===== config.mk =====
export PLATFORM = sky130hd
export DESIGN_NAME = ps2_mouse_init_sequencer
export DESIGN_NICKNAME = d
export VERILOG_FILES = /design/src/sv/ps2mi_pkg.sv /design/src/sv/ps2mi_core.sv /design/src/sv/ps2_mouse_init_sequencer.sv
export SDC_FILE = /design/constraint.sdc
export NUM_CORES = 1
export LEC_CHECK = 0
export ABC_AREA = 0
export ABC_CLOCK_PERIOD_IN_PS = 4550
export BUFFER_PORTS_ARGS = -buffer_cell sky130_fd_sc_hd__buf_4
export CELL_PAD_IN_SITES_DETAIL_PLACEMENT = 1
export CELL_PAD_IN_SITES_GLOBAL_PLACEMENT = 1
export CORE_UTILIZATION = 41
export DETAILED_ROUTE_END_ITERATION = 10
export PLACE_DENSITY = 0.74
export SLEW_MARGIN = 25
export SYNTH_ARGS = -nofsm -noshare
export SYNTH_HDL_FRONTEND = slang
export SYNTH_SLANG_ARGS = --single-unit

===== constraint.sdc =====
create_clock -name clk -period 4.55 [get_ports clk]
set_clock_uncertainty 0.15 [all_clocks]
set_input_delay 0.91 -clock clk [delete_from_list [all_inputs] [get_ports clk]]
set_output_delay 0.91 -clock clk [all_outputs]
set_load 0.02 [all_outputs]

===== src/sv/ps2mi_pkg.sv =====
`timescale 1ns / 1ps
// ----------------------------------------------------------------------------
// ps2mi_pkg
// types and protocol constants of the ps/2 mouse init sequencer
// ----------------------------------------------------------------------------
package ps2mi_pkg;

    // bytes seen from the mouse
    localparam logic [7:0] BYTE_BAT_OK = 8'hAA;
    localparam logic [7:0] BYTE_FAIL   = 8'hFC;
    localparam logic [7:0] BYTE_ACK    = 8'hFA;

    // host commands
    localparam logic [7:0] CMD_READ_ID = 8'hF2;
    localparam logic [7:0] CMD_RATE    = 8'hF3;
    localparam logic [7:0] CMD_ENABLE  = 8'hF4;
    localparam logic [7:0] CMD_RESET   = 8'hFF;

    // sample rate arguments
    localparam logic [7:0] RATE_200 = 8'd200;
    localparam logic [7:0] RATE_100 = 8'd100;
    localparam logic [7:0] RATE_80  = 8'd80;
    localparam logic [7:0] RATE_60  = 8'd60;

    // mouse ids
    localparam logic [7:0] ID_PLAIN    = 8'd0;
    localparam logic [7:0] ID_WHEEL    = 8'd3;
    localparam logic [7:0] ID_FIVE_BTN = 8'd4;

    // packet sizes
    localparam logic [2:0] PKT_SHORT = 3'd3;
    localparam logic [2:0] PKT_LONG  = 3'd4;

    // configuration register indexes
    localparam logic REG_REQUESTED_ID  = 1'b0;
    localparam logic REG_TIMEOUT_TICKS = 1'b1;

    // reset values of the configuration registers
    localparam logic [7:0] REQUESTED_ID_RST  = 8'd4;
    localparam logic [7:0] TIMEOUT_TICKS_RST = 8'd255;

    // ready phase code as seen on phase_out
    localparam logic [4:0] PHASE_READY = 5'd16;

    // one tick item
    typedef struct packed {
        logic       powered;
        logic       restart;
        logic       rx_valid;
        logic [7:0] rx_byte;
    } tick_t;

    // one result item
    typedef struct packed {
        logic       cmd_valid;
        logic [7:0] cmd_byte;
        logic       cmd_has_arg;
        logic [7:0] cmd_arg;
        logic       rx_taken;
        logic       flush_rx;
        logic       ready_res;
        logic [7:0] mouse_id_out;
        logic [2:0] packet_size;
        logic [4:0] phase_out;
    } result_t;

endpackage


===== src/sv/ps2mi_core.sv =====
`timescale 1ns / 1ps
// ----------------------------------------------------------------------------
// ps2mi_core
// bring-up phase machine, watchdog and config registers; one step per tick
// ----------------------------------------------------------------------------
module ps2mi_core
(
    input  logic               clk,
    input  logic               rst_n,
    input  logic               step_en,
    input  ps2mi_pkg::tick_t   item,
    input  logic               cfg_we,
    input  logic               cfg_index,
    input  logic [7:0]         cfg_data,
    output ps2mi_pkg::result_t res
);

    typedef enum logic [4:0] {
        PH_OFF       = 5'd0,
        PH_BAT       = 5'd1,
        PH_ID        = 5'd2,
        PH_K1        = 5'd3,
        PH_K1_ACK    = 5'd4,
        PH_K2        = 5'd5,
        PH_K2_ACK    = 5'd6,
        PH_K3        = 5'd7,
        PH_K3_ACK    = 5'd8,
        PH_REQ       = 5'd9,
        PH_REQ_ACK   = 5'd10,
        PH_GETID     = 5'd11,
        PH_RATE      = 5'd12,
        PH_RATE_ACK  = 5'd13,
        PH_ENABLE    = 5'd14,
        PH_ENA_ACK   = 5'd15,
        PH_READY     = 5'd16,
        PH_FAILED    = 5'd17,
        PH_RESET     = 5'd18,
        PH_RESET_ACK = 5'd19
    } phase_t;

    phase_t     phase_reg, phase_next;
    phase_t     expiry_reg, expiry_next;
    logic [7:0] wdog_reg, wdog_next;
    logic [7:0] det_id_reg, det_id_next;
    logic [7:0] req_id_reg;
    logic [7:0] timeout_reg;

    // one step of the sequencer
    always_comb
    begin
        phase_next  = phase_reg;
        expiry_next = expiry_reg;
        wdog_next   = wdog_reg;
        det_id_next = det_id_reg;
        res         = '0;

        if (item.restart)
        begin
            phase_next = PH_RESET;
        end

        if (!item.powered && phase_next != PH_OFF)
        begin
            // power loss
            res.flush_rx = 1'b1;
            phase_next   = PH_OFF;
            wdog_next    = '0;
        end
        else
        begin
            unique case (phase_next) inside
                PH_BAT:
                begin
                    if (item.rx_valid)
                    begin
                        res.rx_taken = 1'b1;
                        if (item.rx_byte == ps2mi_pkg::BYTE_BAT_OK)
                        begin
                            phase_next = PH_ID;
                            wdog_next  = timeout_reg;
                        end
                        else if (item.rx_byte == ps2mi_pkg::BYTE_FAIL)
                        begin
                            phase_next = PH_FAILED;
                            wdog_next  = '0;
                        end
                    end
                end
                PH_ID:
                begin
                    if (item.rx_valid)
                    begin
                        res.rx_taken = 1'b1;
                        if (item.rx_byte != ps2mi_pkg::ID_PLAIN)
                        begin
                            det_id_next = ps2mi_pkg::BYTE_FAIL;
                            phase_next  = PH_RESET;
                        end
                        else
                        begin
                            det_id_next = ps2mi_pkg::ID_PLAIN;
                            if (req_id_reg == ps2mi_pkg::ID_WHEEL ||
                                req_id_reg == ps2mi_pkg::ID_FIVE_BTN)
                            begin
                                phase_next = PH_K1;
                            end
                            else
                            begin
                                phase_next = PH_RATE;
                            end
                        end
                        wdog_next = timeout_reg;
                    end
                end
                PH_K1, PH_K2, PH_K3, PH_RATE:
                begin
                    res.cmd_valid   = 1'b1;
                    res.cmd_byte    = ps2mi_pkg::CMD_RATE;
                    res.cmd_has_arg = 1'b1;
                    if (phase_next == PH_K1)
                    begin
                        res.cmd_arg = ps2mi_pkg::RATE_200;
                    end
                    else if (phase_next == PH_K2)
                    begin
                        res.cmd_arg = (det_id_reg == ps2mi_pkg::ID_PLAIN) ?
                                      ps2mi_pkg::RATE_100 : ps2mi_pkg::RATE_200;
                    end
                    else if (phase_next == PH_K3)
                    begin
                        res.cmd_arg = ps2mi_pkg::RATE_80;
                    end
                    else
                    begin
                        res.cmd_arg = ps2mi_pkg::RATE_60;
                    end
                    phase_next = phase_t'(phase_next + 5'd1);
                    wdog_next  = timeout_reg;
                end
                PH_REQ:
                begin
                    res.cmd_valid = 1'b1;
                    res.cmd_byte  = ps2mi_pkg::CMD_READ_ID;
                    phase_next    = PH_REQ_ACK;
                    wdog_next     = timeout_reg;
                end
                PH_ENABLE:
                begin
                    res.cmd_valid = 1'b1;
                    res.cmd_byte  = ps2mi_pkg::CMD_ENABLE;
                    phase_next    = PH_ENA_ACK;
                    wdog_next     = timeout_reg;
                end
                PH_GETID:
                begin
                    // watchdog keeps running from the acknowledge; taking the id byte clears it
                    if (item.rx_valid)
                    begin
                        res.rx_taken = 1'b1;
                        det_id_next  = item.rx_byte;
                        if (item.rx_byte == ps2mi_pkg::ID_PLAIN ||
                            item.rx_byte == req_id_reg ||
                            det_id_reg == ps2mi_pkg::ID_WHEEL)
                        begin
                            phase_next = PH_RATE;
                        end
                        else
                        begin
                            phase_next = PH_K1;
                        end
                        wdog_next = '0;
                    end
                end
                PH_READY, PH_FAILED:
                begin
                    wdog_next = '0;
                end
                PH_RESET:
                begin
                    res.cmd_valid = 1'b1;
                    res.cmd_byte  = ps2mi_pkg::CMD_RESET;
                    phase_next    = PH_RESET_ACK;
                    expiry_next   = PH_RESET;
                    wdog_next     = timeout_reg;
                end
                PH_RESET_ACK:
                begin
                    if (item.rx_valid)
                    begin
                        res.rx_taken = 1'b1;
                        if (item.rx_byte == ps2mi_pkg::BYTE_ACK)
                        begin
                            phase_next   = PH_BAT;
                            res.flush_rx = 1'b1;
                            wdog_next    = timeout_reg;
                        end
                    end
                end
                PH_K1_ACK, PH_K2_ACK, PH_K3_ACK, PH_REQ_ACK, PH_RATE_ACK, PH_ENA_ACK:
                begin
                    if (item.rx_valid)
                    begin
                        res.rx_taken = 1'b1;
                        if (item.rx_byte == ps2mi_pkg::BYTE_ACK)
                        begin
                            phase_next = phase_t'(phase_next + 5'd1);
                            wdog_next  = timeout_reg;
                        end
                    end
                end
                default:
                begin
                    // off and unused codes: start up once powered
                    if (item.powered)
                    begin
                        phase_next  = PH_BAT;
                        expiry_next = PH_RESET;
                        wdog_next   = timeout_reg;
                    end
                    else
                    begin
                        phase_next = PH_OFF;
                    end
                end
            endcase

            // watchdog count down and expiry
            if (wdog_next != 8'd0)
            begin
                wdog_next = wdog_next - 8'd1;
                if (wdog_next == 8'd0)
                begin
                    phase_next = expiry_next;
                end
            end
        end

        res.ready_res    = (phase_next == PH_READY);
        res.mouse_id_out = det_id_next;
        res.packet_size  = (det_id_next == ps2mi_pkg::ID_PLAIN) ?
                           ps2mi_pkg::PKT_SHORT : ps2mi_pkg::PKT_LONG;
        res.phase_out    = phase_next;
    end

    // state and config registers
    always_ff @(posedge clk or negedge rst_n)
    begin
        if (!rst_n)
        begin
            phase_reg   <= PH_OFF;
            expiry_reg  <= PH_OFF;
            wdog_reg    <= '0;
            det_id_reg  <= ps2mi_pkg::BYTE_FAIL;
            req_id_reg  <= ps2mi_pkg::REQUESTED_ID_RST;
            timeout_reg <= ps2mi_pkg::TIMEOUT_TICKS_RST;
        end
        else
        begin
            if (step_en)
            begin
                phase_reg  <= phase_next;
                expiry_reg <= expiry_next;
                wdog_reg   <= wdog_next;
                det_id_reg <= det_id_next;
            end
            if (cfg_we)
            begin
                unique case (cfg_index)
                    ps2mi_pkg::REG_REQUESTED_ID:
                    begin
                        req_id_reg <= cfg_data;
                        phase_reg  <= PH_RESET;
                    end
                    ps2mi_pkg::REG_TIMEOUT_TICKS:
                    begin
                        timeout_reg <= cfg_data;
                    end
                    default:
                    begin
                        timeout_reg <= timeout_reg;
                    end
                endcase
            end
        end
    end

endmodule


===== src/sv/ps2_mouse_init_sequencer.sv =====
`timescale 1ns / 1ps
// ----------------------------------------------------------------------------
// ps2_mouse_init_sequencer
// Host-side PS/2 mouse bring-up sequencer. Each accepted tick transaction
// advances the phase machine by one step and yields exactly one result
// transaction with the command to send, the receive handshake, ready, the
// detected mouse id and the packet size. The block takes one tick per clock
// cycle unless out_stall holds a full result register; each tick passes from
// the input register through the combinational phase decode and watchdog
// update into the result register. The result register holds while out_stall
// is high and a new tick is still taken as long as the input register is
// empty or steps into a free or draining result register in the same cycle.
// Writing requested_id forces the device reset phase; both registers should
// be written only while no tick is in flight.
// ----------------------------------------------------------------------------
module ps2_mouse_init_sequencer
(
    input  logic       clk,
    input  logic       rst_n,

    // tick channel
    input  logic       in_valid,
    output logic       in_stall,
    input  logic       powered,
    input  logic       restart,
    input  logic       rx_valid,
    input  logic [7:0] rx_byte,

    // result channel
    output logic       out_valid,
    input  logic       out_stall,
    output logic       cmd_valid,
    output logic [7:0] cmd_byte,
    output logic       cmd_has_arg,
    output logic [7:0] cmd_arg,
    output logic       rx_taken,
    output logic       flush_rx,
    output logic       ready_res,
    output logic [7:0] mouse_id_out,
    output logic [2:0] packet_size,
    output logic [4:0] phase_out,

    // configuration write port
    input  logic       cfg_we,
    input  logic       cfg_index,
    input  logic [7:0] cfg_data
);

    logic               in_valid_reg;
    ps2mi_pkg::tick_t   in_item_reg;
    logic               out_valid_reg;
    ps2mi_pkg::result_t out_res_reg;
    ps2mi_pkg::result_t step_res;
    logic               step_en;

    // a held tick steps when the result register is free or draining
    assign step_en  = in_valid_reg && (!out_valid_reg || !out_stall);
    assign in_stall = in_valid_reg && !step_en;

    // input stage control
    always_ff @(posedge clk or negedge rst_n)
    begin
        if (!rst_n)
        begin
            in_valid_reg <= 1'b0;
        end
        else if (!in_stall)
        begin
            in_valid_reg <= in_valid;
        end
    end

    // input stage payload
    always_ff @(posedge clk)
    begin
        if (!in_stall && in_valid)
        begin
            in_item_reg <= '{powered:  powered,
                             restart:  restart,
                             rx_valid: rx_valid,
                             rx_byte:  rx_byte};
        end
    end

    // sequencer step
    ps2mi_core u_core
    (
        .clk       (clk),
        .rst_n     (rst_n),
        .step_en   (step_en),
        .item      (in_item_reg),
        .cfg_we    (cfg_we),
        .cfg_index (cfg_index),
        .cfg_data  (cfg_data),
        .res       (step_res)
    );

    // result stage control
    always_ff @(posedge clk or negedge rst_n)
    begin
        if (!rst_n)
        begin
            out_valid_reg <= 1'b0;
        end
        else if (step_en)
        begin
            out_valid_reg <= 1'b1;
        end
        else if (!out_stall)
        begin
            out_valid_reg <= 1'b0;
        end
    end

    // result stage payload
    always_ff @(posedge clk)
    begin
        if (step_en)
        begin
            out_res_reg <= step_res;
        end
    end

    // result ports
    assign out_valid    = out_valid_reg;
    assign cmd_valid    = out_res_reg.cmd_valid;
    assign cmd_byte     = out_res_reg.cmd_byte;
    assign cmd_has_arg  = out_res_reg.cmd_has_arg;
    assign cmd_arg      = out_res_reg.cmd_arg;
    assign rx_taken     = out_res_reg.rx_taken;
    assign flush_rx     = out_res_reg.flush_rx;
    assign ready_res    = out_res_reg.ready_res;
    assign mouse_id_out = out_res_reg.mouse_id_out;
    assign packet_size  = out_res_reg.packet_size;
    assign phase_out    = out_res_reg.phase_out;

endmodule


==> metrics.md <==
| Metric | Value |
|---|---|
| Hold path depth | `1` |
| First-pass DRT Iterations | `7` |
| Synth Area in Compound Gates | `0.170` |
| Netlist Area Pre-Place | `4870 um^2` |
| First-pass GRT wire length | `22,600 um` |
| Post-synthesis cell type count | `83` |
| Initial antenna violation count | `0` |
| Fin worst setup slack | `223 ps` |
| Slew headroom | `0.351` |
| Design area | `5790 um^2` |
| Antenna Cells | `0` |
| Clk_lat worst skew | `350 ps` |
| Tightest Hold Check Type | `reg2reg` |
| Vias in the first global route | `4,159` |
| IO Pins | `64` |
| Critical Path Sink Type | `register` |
| Share of the synthesized area in the top cell type | `0.246` |
| Most common cell on crit path | `ha_1` |
| Final Setup Violations | `0` |
| GRT Util Overall | `0.238` |
| Num rows | `39` |
| Placed cell area | `5470 um^2` |
| Synth Area in Simple Gates | `0.217` |
| NetSw | `0.822 mW` |
| FFs w/ async S/R, synth | `0.524` |
| Commonest non-fill, non-tap cell in the layout | `buf_4` |
| Largest family of logic cells by synthesized area | `simple AND/OR/NAND/NOR gates` |
| Root Driver | `clkbuf_16` |
| CP startpoint kind | `register` |
| Unrepaired setup endpoints after global routing | `no` |
| CP Data Required Time | `4480 ps` |
| Fin. max-slew vios | `0` |
| Power share of the combinational group | `0.288` |
| Initial core utilization | `0.423` |
| ANT nets after route | `0` |
| Synth Area in Adders | `0.0205` |
| Final Hold Vio Count | `0` |
| Critical path class | `reg2reg` |
| Multiplexer share of the synthesized area | `0.0398` |
| Pre-CTS setup slack | `103 ps` |
| Final Non-Filler Cells | `699` |
| Clock network fraction of total power | `0.301` |
| PwrDens | `425 nW/um^2` |
| Synth Instances | `489` |
| Failing checks | `design-rule violations` |
| Peak VDD IR | `0.240 mV` |
| Clock buffer depth | `2` |
| Gr ovfl total | `0` |
| Post-synthesis xor/xnor area fraction | `0.0303` |
| Switching share of power | `0.334` |
| Crit path time final | `4330 ps` |
| Reg clk slew, reported paths | `60 ps` |
| Overall power | `2.46 mW` |
| Net count, final | `584` |
| Die Ht | `111 um` |
| Cell Chain, Critical Path | `or2_2 > ha_1 > nand2_1 > nor2_1 > ha_1 > a41o_1 > nand4bb_1 > or3_4 > nand2_2 > buf_4 > a22oi_4 > xor2_1 > o31ai_2 > and4_4 > mux2i_2 > a2111oi_2` |
| H-tree levels | `3` |
| Sequential-to-total area share from yosys stat | `0.476` |
| Number of synthesized flops with an enable pin | `40` |
| Max-cap viol count | `0` |
| Starting DRT DRC Count | `209` |
| Die area | `12,300 um^2` |
| CTS tree | `built` |
| Slowest CP cell | `edfxtp_1` |
| Hold-fix buffers, CTS | `0` |
| Area Overhead vs Synth | `18.8%` |
| Delay of the slowest critical-path stage | `420 ps` |
| Drt wl/cell | `19.7 um` |
| Total wire length | `13,800 um` |
| Crit path max fanout | `8` |
| Largest net degree at the start of global routing | `45` |
| Ys Warns | `0` |
| Top_reg_cell synth | `edfxtp_1` |
| Pint | `1.64 mW` |
| Vias | `3,991` |
| Most frequent cells in the layout | `buf_4, nand2_1, edfxtp_1, nor2_1, o21ai_0` |
| PortBufs | `61` |
| F_max | `0.231 GHz` |
| Die outline width | `111 um` |
| Routed vias/inst | `5.71` |
| Syn_area_per_cell | `9.97 um^2` |
| Flops & latches, synth | `84` |
| Status | `complete, but fails checks` |
| Drt drc | `10` |
| GP Congestion | `0.878` |
| Crit share post-route | `0.951` |
| Core Region | `11,500 um^2` |
| Critical Path AT | `4260 ps` |
| Pleak | `2.38 nW` |
| CTS sink cnt | `84` |
| Worst-Margin Slew | `972 ps` |
| CTS Buf Count | `9` |
| Max reg flops | `11` |
| Layout cell share with drive strength beyond 1 | `0.273` |
| Setup_tns | `0 ps` |
| Ranking of synthesized cells by area | `edfxtp_1, dfrtp_1, dfstp_2` |
| Detailed placer's ending HPWL | `10,500 um` |
| Synth area leader | `edfxtp_1` |
| Reg2reg path depth | `16` |
| Sequential share of power | `0.411` |
| Post-Place Cells | `682` |
-- critical path: cells and delay by family (launching register included) --
kind | cells | cell delay, ps
buf+inv | 1 | 190
simple gates | 7 | 1610
flops | 1 | 420
fa+ha+maj | 2 | 440
mux | 1 | 280
compound gates | 4 | 780
xor+xnor | 1 | 180
-- metal layers --
| layer | track usage | vias to the layer above | wire length (um) |
|---|---|---|---|
| met5 | 0 | - | 0 |
| met4 | 0.0883 | 0 | 330 |
| met3 | 0.0377 | 22 | 462 |
| met2 | 0.389 | 88 | 6630 |
| met1 | 0.318 | 1992 | 6380 |
| li1 | - | 1889 | - |
-- power by group through the flow --
stage | sequential (mW) | combinational [mW] | clock (mW)
2_1_floorplan | 1.03 | 0.465 | 0
3_3_place_gp | 1.02 | 0.684 | 0
3_5_place_dp | 1.02 | 0.701 | 0
4_1_cts | 1.01 | 0.704 | 0.750
5_1_grt | 1.02 | 0.782 | 0.785
6_report | 1.01 | 0.709 | 0.741
-- kinds of logic (layout without fill, tap and decap cells) --
kind of cell,Yosys count,after routing
AOI/OAI and AO/OA,116,116
and+or+nand+nor,203,203
xor gates and xnor gates,16,16
other,1,2
muxes,18,18
DFF,84,84
buffers and inverters,43,109
adders and majority gates,8,8
-- per-stage QoR --
stage | util | hold WS [ps]
after floorplan | - | 290
after global placement | 0.475 | 305
after detailed placement | 0.475 | 315
after CTS | 0.500 | 330
after global routing | 0.503 | 342
final | 0.503 | 324
-- layout make-up --
cell class | instances | area, um^2
inverters | 17 | 63.8
well taps | 143 | 179
clock inverters | 6 | 63.8
clock buffers | 10 | 229
multi-input cells | 363 | 2360
fillers | 1328 | 5730
flip-flops and latches | 84 | 2320
repair buffers | 76 | 571
-- worst paths after layout --
path	slack, ps	start	endpoint
min in group asynchronous	410	rst_n	out_valid
worst min register to register	320	u_core.expiry_reg[1]	u_core.expiry_reg[1]
worst max register to register	220	in_item_reg[9]	ready_res
max in group asynchronous	3410	rst_n	u_core.phase_reg[4]
worst min-delay path	320	u_core.expiry_reg[1]	u_core.expiry_reg[1]
worst max-delay path	220	in_item_reg[9]	ready_res
-- cells in the mapped netlist (3+ instances only) --
master,n
and2_1,10
edfxtp_1,40
dfstp_2,15
clkbuf_1,11
xor2_1,4
dfrtp_1,29
or2_2,4
nor3_1,11
nand4_1,6
inv_1,16
nand2_1,75
o22ai_1,3
or3_1,4
a32oi_1,3
o211ai_1,3
a21oi_1,27
buf_6,3
a22o_1,5
and4_1,3
buf_4,9
buf_2,3
nand2b_1,11
nor4_1,4
ha_1,8
nor2_1,37
mux2i_1,7
nor2b_1,6
o21ai_0,32
a22oi_1,4
mux2_2,11
nand3_1,10
xnor2_1,11
-- what timing repair did --
item | in CTS | in global routing
setup endpoints to repair | 0 | 8
buffers inserted | 0 | 1
hold endpoints to repair | 0 | 0
resized for setup | 0 | 6
(Power assumes the default switching activity.)
